**src/sv/nkro_pkg.sv**
```systemverilog
// shared constants and types for the nkro bitmap to boot report converter
// no dependencies; compile first
`timescale 1ns / 1ps

package nkro_pkg;

	localparam int MAX_PACKET_BYTES = 16;  // default packet size limit
	localparam int BOOT_LEN         = 8;   // bytes in a boot keyboard report
	localparam int SLOT_COUNT       = 6;   // key slots in a boot report
	localparam int KEY_BASE         = 4;   // keycode of bit 0 in the first bitmap byte
	localparam int FIRST_KEY_BYTE   = 2;   // packet byte where the key bitmap starts
	localparam int SLOT_W           = $clog2(SLOT_COUNT + 1);
	localparam int RANK_W           = $clog2(SLOT_COUNT + 8 + 1);

	typedef struct packed {
		logic [7:0] data_byte;
		logic       last_byte;
	} byte_beat_t;

	typedef struct packed {
		logic [7:0] modifier_bits;
		logic [7:0] reserved_byte;
		logic [7:0] key_0;
		logic [7:0] key_1;
		logic [7:0] key_2;
		logic [7:0] key_3;
		logic [7:0] key_4;
		logic [7:0] key_5;
	} report_t;

endpackage

```
**src/sv/nkro_pkt_if.sv**
```systemverilog
// packet byte channel: valid/ready handshake with one packet byte per beat
// depends on nothing
`timescale 1ns / 1ps

interface nkro_pkt_if;
	logic       valid;
	logic       ready;
	logic [7:0] data_byte;
	logic       last_byte;

	modport source (output valid, output data_byte, output last_byte, input ready);
	modport sink   (input valid, input data_byte, input last_byte, output ready);
endinterface

```
**src/sv/nkro_rpt_if.sv**
```systemverilog
// boot report channel: valid/ready handshake with one 8-byte report per beat
// depends on nothing
`timescale 1ns / 1ps

interface nkro_rpt_if;
	logic       valid;
	logic       ready;
	logic [7:0] modifier_bits;
	logic [7:0] reserved_byte;
	logic [7:0] key_0;
	logic [7:0] key_1;
	logic [7:0] key_2;
	logic [7:0] key_3;
	logic [7:0] key_4;
	logic [7:0] key_5;

	modport source (output valid, output modifier_bits, output reserved_byte,
		output key_0, output key_1, output key_2, output key_3, output key_4,
		output key_5, input ready);
	modport sink   (input valid, input modifier_bits, input reserved_byte,
		input key_0, input key_1, input key_2, input key_3, input key_4,
		input key_5, output ready);
endinterface

```
**src/sv/nkro_in_stage.sv**
```systemverilog
// input register stage: captures one packet byte beat and holds it for the packer
// depends on nkro_pkg and nkro_pkt_if
`timescale 1ns / 1ps

module nkro_in_stage (
	input  logic                clk,
	input  logic                arst_n,
	nkro_pkt_if.sink            pkt,
	output logic                beat_valid,
	output nkro_pkg::byte_beat_t beat,
	input  logic                beat_take
);

	logic                 valid_s1;
	nkro_pkg::byte_beat_t beat_s1;

	// refill in the same cycle the held beat drains
	assign pkt.ready  = !valid_s1 || beat_take;
	assign beat_valid = valid_s1;
	assign beat       = beat_s1;

	always_ff @(posedge clk or negedge arst_n) begin
		if (!arst_n) begin
			valid_s1 <= 1'b0;
		end else if (pkt.valid && pkt.ready) begin
			valid_s1 <= 1'b1;
		end else if (beat_take) begin
			valid_s1 <= 1'b0;
		end
	end

	always_ff @(posedge clk) begin
		if (pkt.valid && pkt.ready) begin
			beat_s1.data_byte <= pkt.data_byte;
			beat_s1.last_byte <= pkt.last_byte;
		end
	end

endmodule

```
**src/sv/nkro_pack.sv**
```systemverilog
// packet accumulator: head bytes, byte count, key slot compaction and report register
// depends on nkro_pkg and nkro_rpt_if
`timescale 1ns / 1ps

module nkro_pack #(
	parameter int MaxPacketBytes = nkro_pkg::MAX_PACKET_BYTES
) (
	input  logic                 clk,
	input  logic                 arst_n,
	input  logic                 beat_valid,
	input  nkro_pkg::byte_beat_t beat,
	output logic                 beat_take,
	nkro_rpt_if.source           rpt
);

	localparam int CntW = $clog2(MaxPacketBytes + 1);

	logic [CntW-1:0]             cnt_q, cnt_n;
	logic [7:0]                  head_q [nkro_pkg::BOOT_LEN];
	logic [7:0]                  head_n [nkro_pkg::BOOT_LEN];
	logic [nkro_pkg::SLOT_W-1:0] filled_q, filled_n;
	logic [7:0]                  slot_q [nkro_pkg::SLOT_COUNT];
	logic [7:0]                  slot_n [nkro_pkg::SLOT_COUNT];
	logic                        rpt_valid_q;
	nkro_pkg::report_t           rpt_q, rpt_n;

	logic                        active;
	logic                        key_en;
	logic [7:0]                  base_code;
	logic [7:0]                  code [8];
	logic [nkro_pkg::RANK_W-1:0] rank [8];
	logic [nkro_pkg::RANK_W-1:0] total;

	assign beat_take = beat_valid && (!beat.last_byte || !rpt_valid_q || rpt.ready);

	always_comb begin
		active    = cnt_q < CntW'(MaxPacketBytes);
		key_en    = active && (cnt_q >= CntW'(nkro_pkg::FIRST_KEY_BYTE));
		cnt_n     = active ? cnt_q + CntW'(1) : cnt_q;
		base_code = (8'(cnt_q) - 8'(nkro_pkg::FIRST_KEY_BYTE)) << 3;

		head_n = head_q;
		if (active && cnt_q < CntW'(nkro_pkg::BOOT_LEN)) begin
			head_n[cnt_q[2:0]] = beat.data_byte;
		end

		// slot index each set bit lands on, in ascending bit order
		total = nkro_pkg::RANK_W'(filled_q);
		for (int b = 0; b < 8; b++) begin
			code[b] = base_code + 8'(b) + 8'(nkro_pkg::KEY_BASE);
			rank[b] = total;
			if (beat.data_byte[b]) begin
				total = total + nkro_pkg::RANK_W'(1);
			end
		end

		slot_n   = slot_q;
		filled_n = filled_q;
		if (key_en) begin
			for (int j = 0; j < nkro_pkg::SLOT_COUNT; j++) begin
				for (int b = 0; b < 8; b++) begin
					if (beat.data_byte[b] && rank[b] == nkro_pkg::RANK_W'(j)) begin
						slot_n[j] = code[b];
					end
				end
			end
			if (total > nkro_pkg::RANK_W'(nkro_pkg::SLOT_COUNT)) begin
				filled_n = nkro_pkg::SLOT_W'(nkro_pkg::SLOT_COUNT);
			end else begin
				filled_n = total[nkro_pkg::SLOT_W-1:0];
			end
		end

		rpt_n = '0;
		if (cnt_n == CntW'(nkro_pkg::BOOT_LEN)) begin
			rpt_n = {head_n[0], head_n[1], head_n[2], head_n[3],
				head_n[4], head_n[5], head_n[6], head_n[7]};
		end else if (cnt_n > CntW'(nkro_pkg::BOOT_LEN)) begin
			rpt_n = {head_n[0], 8'h00, slot_n[0], slot_n[1],
				slot_n[2], slot_n[3], slot_n[4], slot_n[5]};
		end
	end

	always_ff @(posedge clk or negedge arst_n) begin
		if (!arst_n) begin
			cnt_q    <= '0;
			filled_q <= '0;
			for (int i = 0; i < nkro_pkg::BOOT_LEN; i++) begin
				head_q[i] <= '0;
			end
			for (int j = 0; j < nkro_pkg::SLOT_COUNT; j++) begin
				slot_q[j] <= '0;
			end
		end else if (beat_take) begin
			if (beat.last_byte) begin
				// last byte taken and report registered, start the next packet clean
				cnt_q    <= '0;
				filled_q <= '0;
				for (int i = 0; i < nkro_pkg::BOOT_LEN; i++) begin
					head_q[i] <= '0;
				end
				for (int j = 0; j < nkro_pkg::SLOT_COUNT; j++) begin
					slot_q[j] <= '0;
				end
			end else begin
				cnt_q    <= cnt_n;
				filled_q <= filled_n;
				head_q   <= head_n;
				slot_q   <= slot_n;
			end
		end
	end

	always_ff @(posedge clk or negedge arst_n) begin
		if (!arst_n) begin
			rpt_valid_q <= 1'b0;
		end else if (beat_take && beat.last_byte) begin
			rpt_valid_q <= 1'b1;
		end else if (rpt.ready) begin
			rpt_valid_q <= 1'b0;
		end
	end

	always_ff @(posedge clk) begin
		if (beat_take && beat.last_byte) begin
			rpt_q <= rpt_n;
		end
	end

	assign rpt.valid         = rpt_valid_q;
	assign rpt.modifier_bits = rpt_q.modifier_bits;
	assign rpt.reserved_byte = rpt_q.reserved_byte;
	assign rpt.key_0         = rpt_q.key_0;
	assign rpt.key_1         = rpt_q.key_1;
	assign rpt.key_2         = rpt_q.key_2;
	assign rpt.key_3         = rpt_q.key_3;
	assign rpt.key_4         = rpt_q.key_4;
	assign rpt.key_5         = rpt_q.key_5;

	a_cnt_bound: assert property (@(posedge clk) disable iff (!arst_n)
		cnt_q <= CntW'(MaxPacketBytes))
		else $error("byte count past packet limit");

	a_filled_bound: assert property (@(posedge clk) disable iff (!arst_n)
		filled_q <= nkro_pkg::SLOT_W'(nkro_pkg::SLOT_COUNT))
		else $error("more key slots filled than exist");

	a_keys_after_head: assert property (@(posedge clk) disable iff (!arst_n)
		filled_q != '0 |-> cnt_q > CntW'(nkro_pkg::FIRST_KEY_BYTE))
		else $error("keys recorded before the bitmap bytes");

	a_clear_on_last: assert property (@(posedge clk) disable iff (!arst_n)
		beat_take && beat.last_byte |=> cnt_q == '0 && filled_q == '0 && rpt_valid_q)
		else $error("packet end did not clear state and raise a report");

	a_no_drop: assert property (@(posedge clk) disable iff (!arst_n)
		rpt_valid_q && !rpt.ready |-> !(beat_take && beat.last_byte))
		else $error("report overwritten before it was taken");

endmodule

```
**src/sv/nkro_bitmap_to_boot_report.sv**
```systemverilog
// Converts an NKRO keyboard HID packet, received one byte per beat on pkt with
// last_byte marking the end, into one 8-byte boot keyboard report on rpt.
// Bytes are taken at one per clock; a packet's report is registered after its last
// byte leaves the input stage, held in a report register so the next packet streams
// in while it waits. The only stall is a last byte meeting a report not yet taken.
// Top level; depends on nkro_pkg, nkro_pkt_if, nkro_rpt_if, nkro_in_stage, nkro_pack.
`timescale 1ns / 1ps

module nkro_bitmap_to_boot_report #(
	parameter int MaxPacketBytes = nkro_pkg::MAX_PACKET_BYTES
) (
	input  logic       clk,
	input  logic       arst_n,
	nkro_pkt_if.sink   pkt,
	nkro_rpt_if.source rpt
);

	logic                 beat_valid;
	logic                 beat_take;
	nkro_pkg::byte_beat_t beat;

	nkro_in_stage u_in_stage (
		.clk        (clk),
		.arst_n     (arst_n),
		.pkt        (pkt),
		.beat_valid (beat_valid),
		.beat       (beat),
		.beat_take  (beat_take)
	);

	nkro_pack #(
		.MaxPacketBytes (MaxPacketBytes)
	) u_pack (
		.clk        (clk),
		.arst_n     (arst_n),
		.beat_valid (beat_valid),
		.beat       (beat),
		.beat_take  (beat_take),
		.rpt        (rpt)
	);

endmodule
```
**src/flat_wrapper.sv**
```systemverilog
// flat-port wrapper written by rule: the top's interface ports become plain ports
module nkro_bitmap_to_boot_report_flat 
#(
	parameter int MaxPacketBytes = nkro_pkg::MAX_PACKET_BYTES
)
  (clk, arst_n, pkt_valid, pkt_data_byte, pkt_last_byte, pkt_ready, rpt_valid, rpt_modifier_bits, rpt_reserved_byte, rpt_key_0, rpt_key_1, rpt_key_2, rpt_key_3, rpt_key_4, rpt_key_5, rpt_ready);
  nkro_pkt_if pkt_i ();
  nkro_rpt_if rpt_i ();
  input  logic clk;
  input  logic arst_n;
  input wire logic [$bits(pkt_i.valid)-1:0] pkt_valid;
  input wire logic [$bits(pkt_i.data_byte)-1:0] pkt_data_byte;
  input wire logic [$bits(pkt_i.last_byte)-1:0] pkt_last_byte;
  output wire logic [$bits(pkt_i.ready)-1:0] pkt_ready;
  output wire logic [$bits(rpt_i.valid)-1:0] rpt_valid;
  output wire logic [$bits(rpt_i.modifier_bits)-1:0] rpt_modifier_bits;
  output wire logic [$bits(rpt_i.reserved_byte)-1:0] rpt_reserved_byte;
  output wire logic [$bits(rpt_i.key_0)-1:0] rpt_key_0;
  output wire logic [$bits(rpt_i.key_1)-1:0] rpt_key_1;
  output wire logic [$bits(rpt_i.key_2)-1:0] rpt_key_2;
  output wire logic [$bits(rpt_i.key_3)-1:0] rpt_key_3;
  output wire logic [$bits(rpt_i.key_4)-1:0] rpt_key_4;
  output wire logic [$bits(rpt_i.key_5)-1:0] rpt_key_5;
  input wire logic [$bits(rpt_i.ready)-1:0] rpt_ready;
  assign pkt_i.valid = pkt_valid;
  assign pkt_i.data_byte = pkt_data_byte;
  assign pkt_i.last_byte = pkt_last_byte;
  assign pkt_ready = pkt_i.ready;
  assign rpt_valid = rpt_i.valid;
  assign rpt_modifier_bits = rpt_i.modifier_bits;
  assign rpt_reserved_byte = rpt_i.reserved_byte;
  assign rpt_key_0 = rpt_i.key_0;
  assign rpt_key_1 = rpt_i.key_1;
  assign rpt_key_2 = rpt_i.key_2;
  assign rpt_key_3 = rpt_i.key_3;
  assign rpt_key_4 = rpt_i.key_4;
  assign rpt_key_5 = rpt_i.key_5;
  assign rpt_i.ready = rpt_ready;
  nkro_bitmap_to_boot_report #(.MaxPacketBytes(MaxPacketBytes)) u_core (.clk(clk), .arst_n(arst_n), .pkt(pkt_i), .rpt(rpt_i));
endmodule
```
**config.mk**
```make
export PLATFORM = sky130hd
export DESIGN_NAME = nkro_bitmap_to_boot_report_flat
export DESIGN_NICKNAME = d
export VERILOG_FILES = /design/src/sv/nkro_pkg.sv /design/src/sv/nkro_pkt_if.sv /design/src/sv/nkro_rpt_if.sv /design/src/sv/nkro_in_stage.sv /design/src/sv/nkro_pack.sv /design/src/sv/nkro_bitmap_to_boot_report.sv /design/src/flat_wrapper.sv
export SDC_FILE = /design/constraint.sdc
export NUM_CORES = 1
export LEC_CHECK = 0
export ABC_AREA = 0
export BUFFER_PORTS_ARGS = -buffer_cell sky130_fd_sc_hd__buf_2
export CAP_MARGIN = 20
export CORE_MARGIN = 2
export CORE_UTILIZATION = 62
export DETAILED_ROUTE_END_ITERATION = 8
export PLACE_DENSITY = 0.81
export SETUP_SLACK_MARGIN = 0.1
export SLEW_MARGIN = 25
export SYNTH_ARGS = -nofsm -noshare
export SYNTH_HDL_FRONTEND = slang
export SYNTH_SLANG_ARGS = --single-unit
```
**constraint.sdc**
```tcl
create_clock -name clk -period 9.3 [get_ports clk]
set_clock_uncertainty 0.2 [all_clocks]
set_input_delay 1.395 -clock clk [delete_from_list [all_inputs] [get_ports clk]]
set_output_delay 1.395 -clock clk [all_outputs]
set_load 0.03 [all_outputs]
```
==> flow_summary.json <==
{
  "fmax_mhz": 117,
  "postCtsSetupRepairBufs": 0,
  "power.switching_mw": 2.21,
  "synth_compound_area_share_pct": 23.2,
  "vias": 11455,
  "vdd_drop_max_v": 0.000191,
  "setup_viol": 0,
  "layout-drive-gt1-share_pct": 13.4,
  "numCtsBuffers": 17,
  "htreeDepth": 4,
  "antenna_found_initial": 0,
  "holdWs_ns": 0.283,
  "drc": 0,
  "fin_area_sq_um": 13600,
  "slew_violations": 0,
  "synth_cell_types": 87,
  "cts_buffer_depth": 2,
  "antenna_left": 0,
  "grt_start_max_net_pins": 67,
  "syn-num-nets": 1372,
  "worstSetupPathType": "flip-flop to flip-flop",
  "leakagePower_nw": 5.87,
  "synth_top_family_by_area": "compound AO/OA/AOI/OAI gates",
  "maxCapViolCount": 0,
  "rows": 52,
  "synth_edf_count": 73,
  "wl_per_cell_microns": 25.1,
  "viasPerCell": 7.07,
  "synth_most_common_cell": "nand2_1",
  "period_share_pct": 92.1,
  "cp-startpoint": "u_core.u_pack.filled_q[0]",
  "worst_slew_pin_slew_ns": 1.05,
  "async_reset_ff_share_pct": 62.6,
  "tritoncts": "yes",
  "synth_top_area_share_pct": 24.4,
  "avgSynthCellArea_sq_um": 9.50,
  "io_buffers": 78,
  "core_sq_um": 20000,
  "crit_fanout": 13,
  "gr-usage-all-layers_pct": 37.7,
  "yosys.area_share.adder_pct": 3.99,
  "die-width_microns": 146,
  "powerDensity_nw_per_um2": 335,
  "synthTopCellsByCount": "162 x nand2_1, 122 x dfrtp_1, 95 x nor2_1, 79 x mux2i_1, 74 x o21ai_0",
  "arrival_ns": 8.56,
  "wirelength_microns": 40600,
  "gp_congestion": 1.03,
  "critPathCaptureType": "flip-flop",
  "total_power_mw": 4.56,
  "status": "finished clean",
  "fill_cells": 1569,
  "synth_xor_area_share_pct": 3.21,
  "p_seq_share_pct": 25.7,
  "ys.flop_type": "dfrtp_1",
  "fin_util_pct": 68.0,
  "post-route-min-period_ns": 8.57,
  "syn_to_final_growth_pct": 8.80,
  "critical_path_required_ns": 9.30,
  "grt_pass1_wl_microns": 61500,
  "fp.dieH_microns": 146,
  "dp_slack_ns": 0.934,
  "synth_area_sq_um": 12500,
  "finalSetupTns_ns": 0,
  "dp.final_hpwl_microns": 28300,
  "rsz0062_at_grt": "false",
  "start_util_pct": 62.5,
  "synth_seq_area_share_pct": 41.9,
  "max_stage_delay_ns": 0.64,
  "start_kind": "flip-flop",
  "reg2reg_from": "u_core.u_pack.filled_q[0]",
  "ys_top_cells_by_area": "dfrtp_1 24%, edfxtp_1 17%, mux2i_1 6.3%",
  "layout.cells.non_filler": 1621,
  "hp-class": "flip-flop to flip-flop",
  "die_area_sq_um": 21400,
  "first_iter_violations": 1746,
  "power.internal_mw": 2.35,
  "grt_pass1_vias": 10482,
  "slowest_stage": "and3_1",
  "clockPowerShare_pct": 16.3,
  "post-place-cells": 1588,
  "postSynthCellCount": 1319,
  "muxShareOfSynthArea_pct": 7.75,
  "diodes": 0,
  "cp_common_cell": "ha_1",
  "synth_top_cell_by_area": "dfrtp_1",
  "cts_resized": 0,
  "overflow": 0,
  "slew_headroom_pct": 30.2,
  "ios": 79,
  "clk_latency_ns": 0.45,
  "hold_viol_final": 0,
  "fin_nets": 1391,
  "ys_seq_elements": 195,
  "worst_slack_ns": 0.734,
  "yosysWarnings": 0,
  "clock-sinks": 195,
  "holdCritStartpoint": "u_core.u_pack.head_q[51]",
  "p_sw_share_pct": 48.4,
  "placed_area_sq_um": 13000,
  "synth-simple-area-share_pct": 15.4,
  "cts_hold_buf": 0,
  "dr.pass1.iters": 8,
  "comb_power_share_pct": 57.9,
  "cts.reportedPaths.clkPinSlew_ns": 0.08,
  "root_buffer": "clkbuf_16"
}
## critical path: cells and delay by family (launching register included)
kind / cells / cell delay, ns
adders and majority gates: 8 / 2.52
and+or+nand+nor: 9 / 2.01
muxes: 5 / 1.35
AOI/OAI and AO/OA: 5 / 1.27
DFF: 1 / 0.61
buffers and inverters: 3 / 0.34
## routing by layer
| layer | up-vias | wire length (microns) | GRT usage (%) |
|---|---|---|---|
| met4 | 0 | 2500 | 19.6 |
| met3 | 182 | 4610 | 7.50 |
| li1 | 4945 | - | - |
| met1 | 5433 | 15700 | 52.0 |
| met5 | - | 0 | 0 |
| met2 | 895 | 17800 | 56.9 |
## cell families (layout without fill, tap and decap cells)
group	Yosys count	in the layout
AOI/OAI and AO/OA	413	413
xor gates and xnor gates	31	31
adders and majority gates	40	40
buffers and inverters	138	170
DFF	195	195
muxes	94	94
and+or+nand+nor	408	408
## final cells by class
class,count,area (sq um),area share [%]
clock buffers,17,425,3.12
clock inverters,15,164,1.20
inverters,38,143,1.05
multi-input cells,986,6760,49.6
flip-flops and latches,195,5250,38.5
well taps,270,338,2.48
repair buffers,100,558,4.09
## sequential cells by signal, summed over array words and instances, names as in the netlist
signal,flops
u_core.u_pack.filled_q,3
u_core.u_pack.rpt.key_2,8
u_core.u_pack.rpt.valid,1
u_core.u_pack.cnt_q,5
u_core.u_pack.rpt.key_1,8
u_core.u_pack.rpt.key_0,8
u_core.u_pack.slot_q,48
u_core.u_in_stage.beat,9
u_core.u_in_stage.beat_valid,1
u_core.u_pack.rpt.key_5,8
u_core.u_pack.rpt.key_3,8
u_core.u_pack.rpt.reserved_byte,8
u_core.u_pack.rpt.key_4,8
u_core.u_pack.rpt.modifier_bits,8
u_core.u_pack.head_q,64
## power by group through the flow
stage / sequential, mW / combinational [mW] / clock, mW
floorplan: 1.16 / 1.94 / 0
global placement: 1.17 / 2.47 / 0
detailed placement: 1.18 / 2.52 / 0
CTS: 1.16 / 2.54 / 0.746
global route: 1.18 / 2.81 / 0.780
finish: 1.17 / 2.64 / 0.745
## placed cells by master, fill, tap and decap left out, types with 6 or more instances in the layout
master and instances:
nand2_1 162, dfrtp_1 122, nor2_1 94, mux2i_1 79, buf_2 77, o21ai_0 73
edfxtp_1 73, a21oi_1 63, a22o_1 58, ha_1 40, inv_1 37, and2_1 32
o22ai_1 28, nand3_1 28, buf_4 22, o31ai_1 21, nor3_1 20, o2bb2ai_1 20
a31oi_1 18, xnor2_1 17, a21o_1 17, clkbuf_16 17, mux2_2 14, o32ai_1 14
nand2b_1 11, o221ai_1 11, o211ai_1 10, nand4_1 10, and3_1 9, a211oi_1 8
a2bb2oi_1 7, xnor3_1 7, a22oi_1 7, o21ai_1 7, a31o_2 6, or3_1 6
## path summary, 6_finish.rpt
path / to / slack (ns) / cells after the start
worst max-delay path: u_core.u_pack.rpt.key_4[5] / 0.73 / 30
worst min-delay path: u_core.u_pack.head_q[51] / 0.28 / 1
worst max register to register: u_core.u_pack.rpt.key_4[5] / 0.73 / 30
worst min register to register: u_core.u_pack.head_q[51] / 0.28 / 1
max in group asynchronous: u_core.u_pack.slot_q[3] / 6.65 / 2
min in group asynchronous: u_core.u_pack.slot_q[15] / 0.87 / 1
Note: power is estimated with default switching activity, not from simulation.
